## src/rtl/tdfsm_pkg.sv

```systemverilog
// Shared types and codes for the table-driven state machine engine.
`timescale 1ns / 1ps

package tdfsm_pkg;

  localparam int unsigned CMD_W   = 3;
  localparam int unsigned ACT_W   = 3;
  localparam int unsigned SLOT_W  = 4;
  localparam int unsigned ST_W    = 8;
  localparam int unsigned CNT_W   = 5;
  localparam int unsigned IDX_W   = 4;
  localparam int unsigned CFG_A_W = 2;
  localparam int unsigned CFG_D_W = 8;
  localparam int unsigned TENT_W  = 24;

  typedef enum logic [CMD_W-1:0] {
    CMD_LOAD_TRANS  = 3'd0,
    CMD_LOAD_ACTION = 3'd1,
    CMD_EVENT       = 3'd2,
    CMD_PERFORM     = 3'd3,
    CMD_RESTART     = 3'd4
  } cmd_e;

  typedef enum logic [ACT_W-1:0] {
    ACT_NONE    = 3'd0,
    ACT_RUN     = 3'd1,
    ACT_SWITCH  = 3'd2,
    ACT_FAIL    = 3'd3,
    ACT_NO_SLOT = 3'd4
  } act_e;

  typedef enum logic [CFG_A_W-1:0] {
    CFG_TRANS_COUNT  = 2'd0,
    CFG_ACTION_COUNT = 2'd1,
    CFG_START_STATE  = 2'd2
  } cfg_idx_e;

  typedef enum logic [2:0] {
    ST_IDLE,
    ST_DISP,
    ST_T_ADDR,
    ST_T_CHK,
    ST_A_ADDR,
    ST_A_CHK,
    ST_FIN
  } st_e;

endpackage

```

## src/rtl/tdfsm_tables.sv

```systemverilog
// Transition and action table memories, one write and one registered read port each.
`timescale 1ns / 1ps

module tdfsm_tables
  import tdfsm_pkg::*;
#(
  parameter int unsigned TRANSITION_DEPTH = 16,
  parameter int unsigned ACTION_DEPTH     = 16,
  parameter int unsigned TAW              = 4,
  parameter int unsigned AAW              = 4
) (
  input  logic              clk_i,
  input  logic              t_we_i,
  input  logic [TAW-1:0]    t_waddr_i,
  input  logic [TENT_W-1:0] t_wdata_i,
  input  logic [TAW-1:0]    t_raddr_i,
  output logic [TENT_W-1:0] t_rdata_o,
  input  logic              a_we_i,
  input  logic [AAW-1:0]    a_waddr_i,
  input  logic [ST_W-1:0]   a_wdata_i,
  input  logic [AAW-1:0]    a_raddr_i,
  output logic [ST_W-1:0]   a_rdata_o
);

  logic [TENT_W-1:0] t_mem [TRANSITION_DEPTH];
  logic [ST_W-1:0]   a_mem [ACTION_DEPTH];
  logic [TENT_W-1:0] t_rdata_q;
  logic [ST_W-1:0]   a_rdata_q;

  always_ff @(posedge clk_i) begin
    if (t_we_i) begin
      t_mem[t_waddr_i] <= t_wdata_i;
    end
    t_rdata_q <= t_mem[t_raddr_i];
  end

  always_ff @(posedge clk_i) begin
    if (a_we_i) begin
      a_mem[a_waddr_i] <= a_wdata_i;
    end
    a_rdata_q <= a_mem[a_raddr_i];
  end

  assign t_rdata_o = t_rdata_q;
  assign a_rdata_o = a_rdata_q;

endmodule

```

## src/rtl/table_driven_fsm_engine_unit.sv

```systemverilog
// Top level of the table-driven state machine engine.
`timescale 1ns / 1ps

// Programmable table-driven state machine. Commands load the transition
// table (event, from state, to state) and the action table (state id per
// slot), post events, perform pending transitions or restart at start_state.
// Every accepted command yields exactly one result transfer carrying the
// action code, the exit/running slot, the enter slot, the current state and
// the pending flag. One command is processed at a time: in_stall_o is high
// from acceptance until the result is loaded into the output register, and
// a new command may be accepted while that result still waits on out_stall_i.
// An event visits transition entries in order, at most transition_count of
// them clamped to the table depth; a perform visits action entries in one
// or two slot searches. A search that runs out of entries without a match
// ends with a final limit check. Each visited entry takes a registered memory
// read and a compare in the shared 16-bit comparator. Table contents are not
// cleared at reset: searching an entry that was never loaded gives an
// undefined result.
module table_driven_fsm_engine_unit
  import tdfsm_pkg::*;
#(
  parameter int unsigned TRANSITION_DEPTH = 16,
  parameter int unsigned ACTION_DEPTH     = 16
) (
  input  logic               clk_i,
  input  logic               rst_ni,
  // configuration write port
  input  logic               cfg_we_i,
  input  logic [CFG_A_W-1:0] cfg_index_i,
  input  logic [CFG_D_W-1:0] cfg_data_i,
  // command channel
  input  logic               in_valid_i,
  output logic               in_stall_o,
  input  logic [CMD_W-1:0]   command_i,
  input  logic [IDX_W-1:0]   entry_index_i,
  input  logic [ST_W-1:0]    event_id_i,
  input  logic [ST_W-1:0]    from_state_i,
  input  logic [ST_W-1:0]    to_state_i,
  input  logic [ST_W-1:0]    action_state_i,
  // result channel
  output logic               out_valid_o,
  input  logic               out_stall_i,
  output logic [ACT_W-1:0]   action_o,
  output logic [SLOT_W-1:0]  first_slot_o,
  output logic [SLOT_W-1:0]  second_slot_o,
  output logic [ST_W-1:0]    current_state_o,
  output logic               pending_o
);

  localparam int unsigned TAW  = (TRANSITION_DEPTH > 1) ? $clog2(TRANSITION_DEPTH) : 1;
  localparam int unsigned AAW  = (ACTION_DEPTH > 1) ? $clog2(ACTION_DEPTH) : 1;
  localparam int unsigned MAXD = (TRANSITION_DEPTH > ACTION_DEPTH) ?
                                 TRANSITION_DEPTH : ACTION_DEPTH;
  localparam int unsigned CW   = $clog2(MAXD + 1);

  // configuration
  logic [CNT_W-1:0] cfg_tcnt_q, cfg_acnt_q;
  logic [ST_W-1:0]  cfg_start_q;

  // sequencer and latched command
  st_e              state_q, state_d;
  cmd_e             cmd_q;
  logic [IDX_W-1:0] idx_q;
  logic [ST_W-1:0]  ev_q, from_q, to_q, ast_q;
  logic [CW-1:0]    k_q, k_d;
  logic             phase_q, phase_d;

  // engine state
  logic [ST_W-1:0]  state_now_q, state_now_d;
  logic [ST_W-1:0]  state_next_q, state_next_d;
  logic             pending_q, pending_d;

  // result being built
  act_e              res_act_q, res_act_d;
  logic [SLOT_W-1:0] res_s1_q, res_s1_d, res_s2_q, res_s2_d;

  // output register
  logic              out_valid_q, out_valid_d;
  act_e              out_act_q;
  logic [SLOT_W-1:0] out_s1_q, out_s2_q;
  logic [ST_W-1:0]   out_state_q;
  logic              out_pend_q;

  logic [CW-1:0]     tlim, alim;
  logic              in_acc, out_free;
  logic              t_we, a_we;
  logic [TENT_W-1:0] t_rdata;
  logic [ST_W-1:0]   a_rdata;
  logic [ST_W-1:0]   key;
  logic [15:0]       cmp_a, cmp_b;
  logic              cmp_eq;

  // search limits: count clamped to table depth
  always_comb begin
    if (32'(cfg_tcnt_q) > TRANSITION_DEPTH) begin
      tlim = CW'(TRANSITION_DEPTH);
    end else begin
      tlim = CW'(cfg_tcnt_q);
    end
    if (32'(cfg_acnt_q) > ACTION_DEPTH) begin
      alim = CW'(ACTION_DEPTH);
    end else begin
      alim = CW'(cfg_acnt_q);
    end
  end

  always_ff @(posedge clk_i or negedge rst_ni) begin
    if (!rst_ni) begin
      cfg_tcnt_q  <= '0;
      cfg_acnt_q  <= '0;
      cfg_start_q <= '0;
    end else if (cfg_we_i) begin
      unique case (cfg_index_i)
        CFG_TRANS_COUNT:  cfg_tcnt_q  <= cfg_data_i[CNT_W-1:0];
        CFG_ACTION_COUNT: cfg_acnt_q  <= cfg_data_i[CNT_W-1:0];
        CFG_START_STATE:  cfg_start_q <= cfg_data_i;
        default: ;
      endcase
    end
  end

  assign in_stall_o = (state_q != ST_IDLE);
  assign in_acc     = in_valid_i && !in_stall_o;
  assign out_free   = !out_valid_q || !out_stall_i;

  always_ff @(posedge clk_i) begin
    if (in_acc) begin
      cmd_q  <= cmd_e'(command_i);
      idx_q  <= entry_index_i;
      ev_q   <= event_id_i;
      from_q <= from_state_i;
      to_q   <= to_state_i;
      ast_q  <= action_state_i;
    end
  end

  // loads happen in dispatch; out-of-range indexes are dropped
  assign t_we = (state_q == ST_DISP) && (cmd_q == CMD_LOAD_TRANS) &&
                (32'(idx_q) < TRANSITION_DEPTH);
  assign a_we = (state_q == ST_DISP) && (cmd_q == CMD_LOAD_ACTION) &&
                (32'(idx_q) < ACTION_DEPTH);

  tdfsm_tables #(
    .TRANSITION_DEPTH (TRANSITION_DEPTH),
    .ACTION_DEPTH     (ACTION_DEPTH),
    .TAW              (TAW),
    .AAW              (AAW)
  ) u_tables (
    .clk_i     (clk_i),
    .t_we_i    (t_we),
    .t_waddr_i (TAW'(idx_q)),
    .t_wdata_i ({ev_q, from_q, to_q}),
    .t_raddr_i (k_q[TAW-1:0]),
    .t_rdata_o (t_rdata),
    .a_we_i    (a_we),
    .a_waddr_i (AAW'(idx_q)),
    .a_wdata_i (ast_q),
    .a_raddr_i (k_q[AAW-1:0]),
    .a_rdata_o (a_rdata)
  );

  // single shared comparator: {event, from} for transitions, state id for slots
  assign key = phase_q ? state_next_q : state_now_q;
  always_comb begin
    if (state_q == ST_T_CHK) begin
      cmp_a = {t_rdata[23:16], t_rdata[15:8]};
      cmp_b = {ev_q, state_now_q};
    end else begin
      cmp_a = {8'h00, a_rdata};
      cmp_b = {8'h00, key};
    end
  end
  assign cmp_eq = (cmp_a == cmp_b);

  always_ff @(posedge clk_i or negedge rst_ni) begin
    if (!rst_ni) begin
      state_q      <= ST_IDLE;
      k_q          <= '0;
      phase_q      <= 1'b0;
      state_now_q  <= '0;
      state_next_q <= '0;
      pending_q    <= 1'b0;
      out_valid_q  <= 1'b0;
    end else begin
      state_q      <= state_d;
      k_q          <= k_d;
      phase_q      <= phase_d;
      state_now_q  <= state_now_d;
      state_next_q <= state_next_d;
      pending_q    <= pending_d;
      out_valid_q  <= out_valid_d;
    end
  end

  always_ff @(posedge clk_i) begin
    res_act_q <= res_act_d;
    res_s1_q  <= res_s1_d;
    res_s2_q  <= res_s2_d;
    if (state_q == ST_FIN && out_free) begin
      out_act_q   <= res_act_q;
      out_s1_q    <= res_s1_q;
      out_s2_q    <= res_s2_q;
      out_state_q <= state_now_q;
      out_pend_q  <= pending_q;
    end
  end

  always_comb begin
    state_d      = state_q;
    k_d          = k_q;
    phase_d      = phase_q;
    state_now_d  = state_now_q;
    state_next_d = state_next_q;
    pending_d    = pending_q;
    res_act_d    = res_act_q;
    res_s1_d     = res_s1_q;
    res_s2_d     = res_s2_q;
    out_valid_d  = out_valid_q && out_stall_i;

    unique case (state_q)
      ST_IDLE: begin
        if (in_acc) begin
          state_d   = ST_DISP;
          k_d       = '0;
          phase_d   = 1'b0;
          res_act_d = ACT_NONE;
          res_s1_d  = '0;
          res_s2_d  = '0;
        end
      end
      ST_DISP: begin
        unique case (cmd_q)
          CMD_EVENT:   state_d = ST_T_ADDR;
          CMD_PERFORM: state_d = ST_A_ADDR;
          CMD_RESTART: begin
            state_now_d  = cfg_start_q;
            state_next_d = '0;
            pending_d    = 1'b0;
            state_d      = ST_FIN;
          end
          default:     state_d = ST_FIN;
        endcase
      end
      ST_T_ADDR: begin
        // no match leaves pending untouched
        state_d = (k_q == tlim) ? ST_FIN : ST_T_CHK;
      end
      ST_T_CHK: begin
        if (cmp_eq) begin
          state_next_d = t_rdata[7:0];
          pending_d    = 1'b1;
          state_d      = ST_FIN;
        end else begin
          k_d     = k_q + 1'b1;
          state_d = ST_T_ADDR;
        end
      end
      ST_A_ADDR: begin
        if (k_q == alim) begin
          // slot search missed
          if (pending_q) begin
            res_act_d = ACT_FAIL;
            res_s1_d  = '0;
            pending_d = 1'b0;
          end else begin
            res_act_d = ACT_NO_SLOT;
          end
          state_d = ST_FIN;
        end else begin
          state_d = ST_A_CHK;
        end
      end
      ST_A_CHK: begin
        if (cmp_eq) begin
          if (!pending_q) begin
            res_act_d = ACT_RUN;
            res_s1_d  = SLOT_W'(k_q);
            state_d   = ST_FIN;
          end else if (!phase_q) begin
            // exit slot found, now look up the enter slot
            res_s1_d = SLOT_W'(k_q);
            phase_d  = 1'b1;
            k_d      = '0;
            state_d  = ST_A_ADDR;
          end else begin
            res_act_d    = ACT_SWITCH;
            res_s2_d     = SLOT_W'(k_q);
            state_now_d  = state_next_q;
            state_next_d = 8'hFF;
            pending_d    = 1'b0;
            state_d      = ST_FIN;
          end
        end else begin
          k_d     = k_q + 1'b1;
          state_d = ST_A_ADDR;
        end
      end
      ST_FIN: begin
        if (out_free) begin
          out_valid_d = 1'b1;
          state_d     = ST_IDLE;
        end
      end
      default: state_d = ST_IDLE;
    endcase
  end

  assign out_valid_o     = out_valid_q;
  assign action_o        = out_act_q;
  assign first_slot_o    = out_s1_q;
  assign second_slot_o   = out_s2_q;
  assign current_state_o = out_state_q;
  assign pending_o       = out_pend_q;

`ifndef SYNTHESIS
  // a completed or failed transition always drops pending
  a_switch_clears_pending: assert property (@(posedge clk_i) disable iff (!rst_ni)
    out_valid_o && (action_o == ACT_SWITCH || action_o == ACT_FAIL) |-> !pending_o)
    else $error("pending set after perform of a transition");

  // enter slot only carries meaning for a switch
  a_second_slot_zero: assert property (@(posedge clk_i) disable iff (!rst_ni)
    out_valid_o && (action_o != ACT_SWITCH) |-> (second_slot_o == '0))
    else $error("second slot nonzero without a switch");

  // scan never reads past the configured limit
  a_tscan_bound: assert property (@(posedge clk_i) disable iff (!rst_ni)
    (state_q == ST_T_CHK) |-> (k_q < tlim))
    else $error("transition scan beyond limit");

  a_ascan_bound: assert property (@(posedge clk_i) disable iff (!rst_ni)
    (state_q == ST_A_CHK) |-> (k_q < alim))
    else $error("action scan beyond limit");
`endif

endmodule

```

## config.mk

```make
export PLATFORM = sky130hd
export DESIGN_NAME = table_driven_fsm_engine_unit
export DESIGN_NICKNAME = d
export VERILOG_FILES = /design/src/rtl/tdfsm_pkg.sv /design/src/rtl/tdfsm_tables.sv /design/src/rtl/table_driven_fsm_engine_unit.sv
export SDC_FILE = /design/constraint.sdc
export NUM_CORES = 1
export LEC_CHECK = 0
export BUFFER_PORTS_ARGS = -buffer_cell sky130_fd_sc_hd__buf_2
export CAP_MARGIN = 30
export CELL_PAD_IN_SITES_DETAIL_PLACEMENT = 1
export CELL_PAD_IN_SITES_GLOBAL_PLACEMENT = 2
export CORE_MARGIN = 2
export CORE_UTILIZATION = 45
export CTS_CLUSTER_SIZE = 14
export DETAILED_ROUTE_END_ITERATION = 8
export PLACE_DENSITY = 0.83
export SLEW_MARGIN = 20
export SYNTH_ARGS = -nofsm -noshare
export SYNTH_HDL_FRONTEND = slang
export SYNTH_SLANG_ARGS = --single-unit
```

## constraint.sdc

```tcl
create_clock -name clk_i -period 7.27 [get_ports clk_i]
set_input_delay 0.3635 -clock clk_i [delete_from_list [all_inputs] [get_ports clk_i]]
set_output_delay 0.3635 -clock clk_i [all_outputs]
set_load 0.005 [all_outputs]
```

After elaboration in Yosys (flattened, before gate mapping)
Memory sizes are Yosys's and may differ from the RTL's. A register that Yosys moved wholly into a read port is not among the register bits. Cells that the tools add are included. Widths: inputs -> output; s select.

$add $sub $neg: 1. Mux-type cells: 66. Reduce and logical (&&, ||, !) cells: 31. Order comparisons: 2. Equal/unequal tests: 29.

Operator list (number): $mux 8 (9); $mux 4 (9); $mux 5 (7); $mux 3 (11); $mux 16 (2); $pmux 8 s3 (1); $pmux 3 s7 (1); $reduce_and 5->1 (4); $ne 2x2->1 const B (9); $eq 16x16->1 (1); $pmux 8 s2 (1); $mux 1 (15); $pmux 5 s3 (1); $eq 3x2->1 const B (4); $eq 3x3->1 const B (4); $ne 3x3->1 const B (4); $pmux 4 s3 (1); $reduce_and 6->1 (2); $reduce_bool 3->1 (4); $eq 5x5->1 (2); $gt 5x5->1 const B (2); $pmux 3 s3 (1); $pmux 4 s2 (1); $reduce_and 2->1 (4); 17 further kinds (29).

Bits in writable memories: 512. Word-level logic and storage cells: 155. Output and inout port bits: 22. Register bits: 115. Memories kept: 2.

Memories: u_tables.t_mem (words 16, width 24, rd ports 1, clocked after Yosys merged registers in 1, wr ports 1, line tdfsm_tables.sv:25) `logic [TENT_W-1:0] t_mem [TRANSITION_DEPTH];`; u_tables.a_mem (words 16, width 8, rd ports 1, clocked after Yosys merged registers in 1, wr ports 1, line tdfsm_tables.sv:26) `logic [ST_W-1:0] a_mem [ACTION_DEPTH];`.

Depth between registers and ports, before layout
Gate-level depths: netlist (run 1).

Word-level depth: 5. Mapped depth: 8. Mapped depth without buffers: 6.

By module
A second synthesis (run 1) with hierarchy kept.

Cell total of the unflattened synthesis: 1220. Area total of the unflattened synthesis: 24885.1 um2.

Modules (own cells, without submodules): tdfsm_tables (area each 19980.4 um2, times used 1, cells an instance 865, sequential area each 16015.4 um2); table_driven_fsm_engine_unit (area each 4904.7 um2, times used 1, cells an instance 355, sequential area each 3228.1 um2).

Worst setup path before layout (run 1)
OpenSTA, ideal clock, no wires.

Path kind: reg2reg. From: register state_q[0]. To: register res_s2_q[0] (enable). Stages on the path, launching flop included: 5. Library setup time: 0.313 ns. Arrival time: 3.931 ns. Period minus slack after synthesis: 4.244 ns. Slack: 3.026 ns. Cells stage by stage: dfrtp_1 buf_2 clkbuf_1 nor3_1 a31o_2.

Word-level cells in the longest chain between the ends: 5. Elaborated cells between the ends (all ways): 15.

Ends and longest elaborated chain: from (decl) (line table_driven_fsm_engine_unit.sv:61) `st_e state_q, state_d;`; from (signal assigned) (line table_driven_fsm_engine_unit.sv:185) `state_q <= state_d;`; $reduce_bool 3->1 (line table_driven_fsm_engine_unit.sv:122) `assign in_stall_o = (state_q != ST_IDLE);`; $logic_not 1->1 (line table_driven_fsm_engine_unit.sv:123) `assign in_acc = in_valid_i && !in_stall_o;`; $logic_and 1x1->1 (line table_driven_fsm_engine_unit.sv:123); net in_acc (line table_driven_fsm_engine_unit.sv:85) `logic in_acc, out_free;`; $ne 2x2->1 (no line); $reduce_and 5->1 (no line); to (signal assigned) (line table_driven_fsm_engine_unit.sv:198) `res_s2_q <= res_s2_d;`; to (decl) (line table_driven_fsm_engine_unit.sv:75) `logic [SLOT_W-1:0] res_s1_q, res_s1_d, res_s2_q, res_s2_d;`.

The timed path passes the listed nets, and every way through them passes these cells. A chain may end at the register's enable or synchronous reset.

Final worst setup path (run 1)
From: register ev_q[7]. To: register res_s1_q[1] (enable).

Word-level cells in the longest chain between the ends: 4.

Ends and longest elaborated chain: from (decl) (line table_driven_fsm_engine_unit.sv:64) `logic [ST_W-1:0] ev_q, from_q, to_q, ast_q;`; from (signal assigned) (line table_driven_fsm_engine_unit.sv:130) `ev_q <= event_id_i;`; $mux 16 (line table_driven_fsm_engine_unit.sv:165) `if (state_q == ST_T_CHK) begin`; $eq 16x16->1 (line table_driven_fsm_engine_unit.sv:173) `assign cmp_eq = (cmp_a == cmp_b);`; $ne 2x2->1 (no line); $reduce_and 6->1 (no line); to (signal assigned) (line table_driven_fsm_engine_unit.sv:197) `res_s1_q <= res_s1_d;`; to (decl) (line table_driven_fsm_engine_unit.sv:75).

No other way between the ends.

==> impl_metrics.json, run 1 <==
{
  "avgViaCountPerCell": 5.69,
  "cts_tree": "yes",
  "grt_pass1_vias": 13300,
  "power_density_nw_per_um2": 325,
  "grt-ovfl-total": 0,
  "antenna_cells": 0,
  "total_power_mw": 9.54,
  "synth_fp_nets": 1234,
  "grt_max_degree": 72,
  "timing.rr.start": "ev_q[7]$_DFFE_PP_",
  "cts_resized": 0,
  "io_buffers": 75,
  "setup_violations": 0,
  "cp_data_arrival_time_ns": 3.47,
  "cts_setup_buffers": 0,
  "synth_top_cell_by_area": "edfxtp_1",
  "clock_skew_ns": 0.0306,
  "crit_path_end_kind": "flip-flop",
  "syn_area_per_cell_sq_um": 21.2,
  "timing_hold_violations_final": 0,
  "dr.pass1.iters": 5,
  "antenna_found_initial": 0,
  "synth-seq-cells": 659,
  "grt_pass1_wl_mm": 87.1,
  "die_area_sq_um": 57500,
  "synth_cell_types": 52,
  "hpwl_mm": 32.6,
  "synthTopCellsByArea": "edfxtp_1 70%, mux4_2 14%, dfrtp_1 4.5%, dfxtp_1 2.6%, mux2_2 0.90%",
  "cts.clk_slew.worst_paths_ns": 0.06,
  "die_y_microns": 240,
  "h-tree-depth": 3,
  "synthCells": 1179,
  "max-slew-margin-rel_pct": 42.2,
  "fin_area_sq_um": 29400,
  "die-width_microns": 240,
  "ys_warn_count": 0,
  "min_period_ns": 3.16,
  "track_usage_pct": 21.2,
  "wl_per_cell_microns": 27.4,
  "cts_buffer_depth": 3,
  "cp_max_fo": 17,
  "nFillCells": 4794,
  "reg2reg_depth": 6,
  "std_cell_rows": 86,
  "yosys_most_used_dff": "edfxtp_1",
  "ant_nets": 0,
  "num_io_pins": 76,
  "cts.sinks": 659,
  "crit_type": "reg2reg",
  "regToRegSetupSlack_ns": 4.11,
  "vias": 12300,
  "cts_buffers": 69,
  "cp-endpoint": "res_s1_q[1]$_SDFFCE_PN0P_",
  "drc": 0,
  "reg2reg_to": "res_s1_q[1]$_SDFFCE_PN0P_",
  "ys_seq_area_share_pct": 76.9,
  "drtIter0Drc": 1166,
  "hp-class": "in2reg",
  "leakage_nw": 9.42,
  "drive_gt1_share_pct": 30.4,
  "post-route-period-util_pct": 43.5,
  "hold_ws_ns": 0.0328,
  "root_buffer": "clkbuf_16",
  "cp-start-kind": "flip-flop",
  "crit_path_start": "ev_q[7]$_DFFE_PP_",
  "async_flop_share_pct": 6.83,
  "worst_pin_slew_ns": 0.866,
  "rsz0062_at_grt": "false",
  "drv_cap": 0,
  "netlist_area_sq_um": 25000,
  "outcome": "finished clean",
  "place_congestion": 0.771,
  "initial_utilization_pct": 45.5,
  "nets": 1409,
  "fmax_ghz": 0.316,
  "core_sq_um": 55000,
  "drt-total-wl_mm": 59.1,
  "finalSetupTns_ns": 0,
  "final_max_slew_viol_count": 0,
  "clock_latency_ns": 0.62,
  "required_ns": 7.57,
  "synth_edf_count": 582,
  "hold_buffers": 43,
  "yosys.area.top_type_share_pct": 69.8,
  "placed_area_sq_um": 26500,
  "area_growth_pct": 17.4,
  "vdd_drop_max_mv": 0.188
}
flip-flops by register name, summed over array words and instances, names as in the netlist, 3 cells and up:
| signal | count |
|---|---|
| action_o | 3 |
| ast_q | 8 |
| cfg_acnt_q | 5 |
| cfg_start_q | 8 |
| cfg_tcnt_q | 5 |
| cmd_q | 3 |
| current_state_o | 8 |
| ev_q | 8 |
| first_slot_o | 4 |
| from_q | 8 |
| idx_q | 4 |
| k_q | 5 |
| res_act_q | 3 |
| res_s1_q | 4 |
| res_s2_q | 4 |
| second_slot_o | 4 |
| state_next_q | 8 |
| state_now_q | 8 |
| state_q | 3 |
| to_q | 8 |
| u_tables.a_mem | 128 |
| u_tables.a_rdata_o | 8 |
| u_tables.t_mem | 384 |
| u_tables.t_rdata_o | 24 |
logic make-up after synthesis:
group / count (synthesis) / synth area share, %
mux: 189 / 15.7
simple gates: 173 / 3.36
xor+xnor: 33 / 1.16
flops: 659 / 76.9
buf+inv: 59 / 0.995
compound gates: 65 / 1.87
fa+ha+maj: 1 / 0.0500
how the worst min path moves through the flow:
stage,endpoint,slack [ns],cells after the start,from
after floorplan,cfg_acnt_q[0]$_DFFE_PN0P_,0.07,0,rst_ni
after global placement,action_o[2]$_DFFE_PP_,0.41,0,res_act_q[2]$_DFFE_PP_
after detailed placement,out_valid_o$_DFF_PN0_,0.35,1,rst_ni
after CTS,out_valid_o$_DFF_PN0_,0.01,3,out_stall_i
after global routing,cfg_acnt_q[1]$_DFFE_PN0P_,0.03,2,cfg_data_i[1]
final,out_valid_o$_DFF_PN0_,0.03,3,out_stall_i
through the flow:
stage	std cells	worst slack [ns]	utilization [%]
after floorplan	1179	3.03	-
after global placement	1971	3.93	47.9
after detailed placement	1982	4.03	48.2
after CTS	2152	4.01	53.3
after global routing	2158	3.98	53.4
final	2158	4.11	53.4
area by class of cell:
type                    instances  area, sq um  area share [%]
flip-flops and latches        659        19300            65.5
repair buffers                159         1220            4.16
clock inverters                34          428            1.46
multi-input cells             461         5600            19.1
inverters                       4         15.0          0.0511
well taps                     748          936            3.18
clock buffers                  93         1930            6.57
synthesized netlist by cell type (6+ instances only):
master / number
edfxtp_1: 582
mux4_2: 160
nor2_1: 54
nand2_1: 53
dfrtp_1: 45
clkbuf_1: 32
dfxtp_1: 32
o21ai_0: 24
xnor2_1: 21
mux2_2: 20
nor3_1: 13
xor2_1: 12
buf_1: 11
a221o_1: 10
buf_2: 9
mux2i_1: 9
nand2b_1: 9
a2bb2oi_1: 8
or3_1: 8
and2_1: 6
nand3b_1: 6
layout by cell type (no fill, tap or decap), types with 8 or more instances in the layout:
master / synthesis / routed
nand2_1: 53 / 53
nand2b_1: 9 / 9
buf_2: 9 / 75
buf_6: 2 / 8
or3_1: 8 / 8
nor3_2: 1 / 9
a2bb2oi_1: 8 / 8
a221o_1: 10 / 10
mux4_2: 160 / 160
dfxtp_1: 32 / 32
o21ai_0: 24 / 24
nor2_1: 54 / 42
buf_4: 0 / 28
edfxtp_1: 582 / 582
dlygate4sd3_1: 0 / 43
clkinv_2: 0 / 9
xnor2_1: 21 / 21
clkbuf_1: 32 / 15
mux2_2: 20 / 20
clkbuf_16: 0 / 71
bufinv_16: 0 / 8
clkinv_1: 0 / 11
mux2i_1: 9 / 9
nor2_2: 0 / 12
xor2_1: 12 / 12
dfrtp_1: 45 / 41
critical path, stage by stage, from the launching register on:
cell and delay, ns:
edfxtp_1 0.62, xnor2_1 0.38, nand4_1 0.14, nor4_1 0.72, nand3_1 0.28, a21oi_1 0.37
a22o_1 0.33
power by group:
group          leakage [nW]  switching [mW]  internal, mW
Combinational          2.25           0.547         0.695
Clock                  1.16            1.47          2.17
Sequential             6.01           0.304          4.35
Total                  9.42            2.32          7.21
metal layers:
layer  vias up  track usage (%)  routed length (microns)
li1       5189                -                        -
met1      6479             27.2                    23300
met2       479             34.9                    30000
met3       125             4.64                     3880
met4         0             9.19                     1910
met5         -                0                        0
Note: power is estimated with default switching activity, not from simulation.
==> run 2: changes to the inputs <==
==> constraint.sdc (replaced) <==
create_clock -name clk_i -period 3.3 [get_ports clk_i]
set_input_delay 0.165 -clock clk_i [delete_from_list [all_inputs] [get_ports clk_i]]
set_output_delay 0.165 -clock clk_i [all_outputs]
set_load 0.005 [all_outputs]
==> impl_metrics.json, run 2 (same netlist as run 1, synthesis figures left out) <==
{
  "cts_buffers": 69,
  "timing.rr.start": "ev_q[2]$_DFFE_PP_",
  "setup_violations": 0,
  "mostFrequentLayoutCells": "582 x edfxtp_1, 160 x mux4_2, 75 x buf_2",
  "cts.sinks": 659,
  "cts_tree": "yes",
  "vdd_drop_max_mv": 0.395,
  "wl_per_cell_microns": 26.5,
  "p_switching_mw": 5.19,
  "reg2reg_depth": 6,
  "cts.clk_slew.worst_paths_ns": 0.06,
  "num_io_pins": 76,
  "vias": 12400,
  "hold_ws_ns": 0.0185,
  "drc": 0,
  "die_y_microns": 240,
  "cts_resized": 0,
  "h-tree-depth": 3,
  "nets": 1427,
  "rsz0062_at_grt": "false",
  "max-slew-margin-rel_pct": 40.6,
  "cp-endpoint": "res_s1_q[1]$_SDFFCE_PN0P_",
  "antenna_found_initial": 1,
  "clock_latency_ns": 0.64,
  "die_area_sq_um": 57500,
  "post-route-period-util_pct": 82.0,
  "largest_reg_flops": 384,
  "grt-ovfl-total": 0,
  "cts_setup_buffers": 0,
  "crit_path_end_kind": "flip-flop",
  "die-width_microns": 240,
  "place_congestion": 0.803,
  "use_met3_pct": 3.40,
  "swShare_pct": 25.0,
  "clkPwrFrac_pct": 37.0,
  "drive_gt1_share_pct": 30.5,
  "reg2reg_to": "res_s1_q[1]$_SDFFCE_PN0P_",
  "cp-start-kind": "flip-flop",
  "drtIter0Drc": 1009,
  "core_sq_um": 55000,
  "use_met2_pct": 35.3,
  "hpwl_mm": 34.7,
  "regToRegSetupSlack_ns": 0.59,
  "finalSetupTns_ns": 0,
  "timing_hold_violations_final": 0,
  "min_period_ns": 2.71,
  "final_max_slew_viol_count": 0,
  "track_usage_pct": 20.9,
  "final_common_cell": "edfxtp_1",
  "grt_pass1_wl_mm": 86.8,
  "cts_buffer_depth": 3,
  "clock_skew_ns": 0.0533,
  "p_int_mw": 15.6,
  "p_comb_share_pct": 14.0,
  "power_density_nw_per_um2": 706,
  "fmax_ghz": 0.369,
  "crit_path_start": "ev_q[2]$_DFFE_PP_",
  "outcome": "finished clean",
  "leakage_nw": 9.46,
  "antenna_cells": 0,
  "required_ns": 3.63,
  "grt-busiest-layer": "met2",
  "crit_type": "reg2reg",
  "drv_cap": 0,
  "hp-class": "in2async",
  "nFillCells": 4822,
  "initial_utilization_pct": 45.5,
  "worst_pin_slew_ns": 0.892,
  "grt_max_degree": 56,
  "grt_use_met1_pct": 27.6,
  "std_cell_rows": 86,
  "grt_pass1_vias": 13400,
  "area_growth_pct": 17.7,
  "cp_max_fo": 17,
  "drt-total-wl_mm": 57.7,
  "cp_data_arrival_time_ns": 3.03,
  "io_buffers": 75,
  "dr.pass1.iters": 5,
  "top_register": "u_tables.t_mem",
  "power_frac_seq_pct": 49.0,
  "avgViaCountPerCell": 5.70,
  "ant_nets": 0,
  "root_buffer": "clkbuf_16"
}
-- run 2: cell types whose count changed in the layout (fill, tap and decap cells not counted), sizes merged --
cell and change:
clkbuf +9, buf +12, clkinvlp +1, clkinv -7
inv +1, dlygate4sd3 +6, bufinv -5
-- run 2: power groups by stage --
stage / logic, mW / clock network, mW / registers (mW)
2_1_floorplan: 2.23 / 0 / 9.98
3_3_place_gp: 2.82 / 0 / 10.3
3_5_place_dp: 2.89 / 0 / 10.4
4_1_cts: 2.96 / 7.86 / 10.2
5_1_grt: 3.14 / 8.14 / 10.3
6_report: 2.91 / 7.70 / 10.2
-- run 2: worst min-delay path by stage --
stage / cells past startpoint / endpoint / from
global placement: 1 / ast_q[2]$_DFFE_PP_ / action_state_i[2]
CTS: 2 / cfg_tcnt_q[2]$_DFFE_PN0P_ / rst_ni
finish: 2 / cfg_tcnt_q[2]$_DFFE_PN0P_ / rst_ni
floorplan: 0 / cfg_acnt_q[0]$_DFFE_PN0P_ / rst_ni
global route: 2 / cfg_tcnt_q[2]$_DFFE_PN0P_ / rst_ni
detailed placement: 1 / cfg_start_q[2]$_DFFE_PN0P_ / rst_ni
-- run 2: repair_timing --
action | CTS | global route
hold buffers | 49 | 0
endpoints found under the setup margin | 0 | 0
hold endpoints to repair | 107 | 0
-- run 2: metrics by stage --
stage	power (mW)	setup slack [ns]	util [%]	cells	area [sq um]
floorplan	12.2	0.267	-	1179	25000
CTS	21.0	0.572	53.6	2175	29500
detailed placement	13.3	0.605	48.5	2000	26700
global route	21.5	0.399	53.6	2175	29500
finish	20.8	0.593	53.6	2175	29500
global placement	13.1	0.713	48.5	1998	26700
-- run 2: final cells by class --
type / instances / area (sq um) / area share, %
Multi-Input combinational cell: 461 / 5620 / 19.1
Tap cell: 748 / 936 / 3.18
Timing Repair Buffer: 177 / 1360 / 4.60
Clock inverter: 24 / 305 / 1.04
Clock buffer: 102 / 1970 / 6.70
Inverter: 4 / 15.0 / 0.0510
Sequential cell: 659 / 19300 / 65.4
-- run 2: metal layers --
| layer | part of all wire [%] | routed length [microns] |
|---|---|---|
| met4 | 2.3 | 1340 |
| met1 | 41 | 23400 |
| met3 | 6.2 | 3610 |
| met5 | 0 | 0 |
| met2 | 51 | 29400 |
-- run 2: worst max-delay path, stage by stage, from the launching register on --
cell      delay (ns)
edfxtp_1        0.65
xnor2_1         0.29
nand4_1         0.11
nor4_1          0.50
nand3_1         0.22
a21oi_1         0.34
a22o_1          0.30
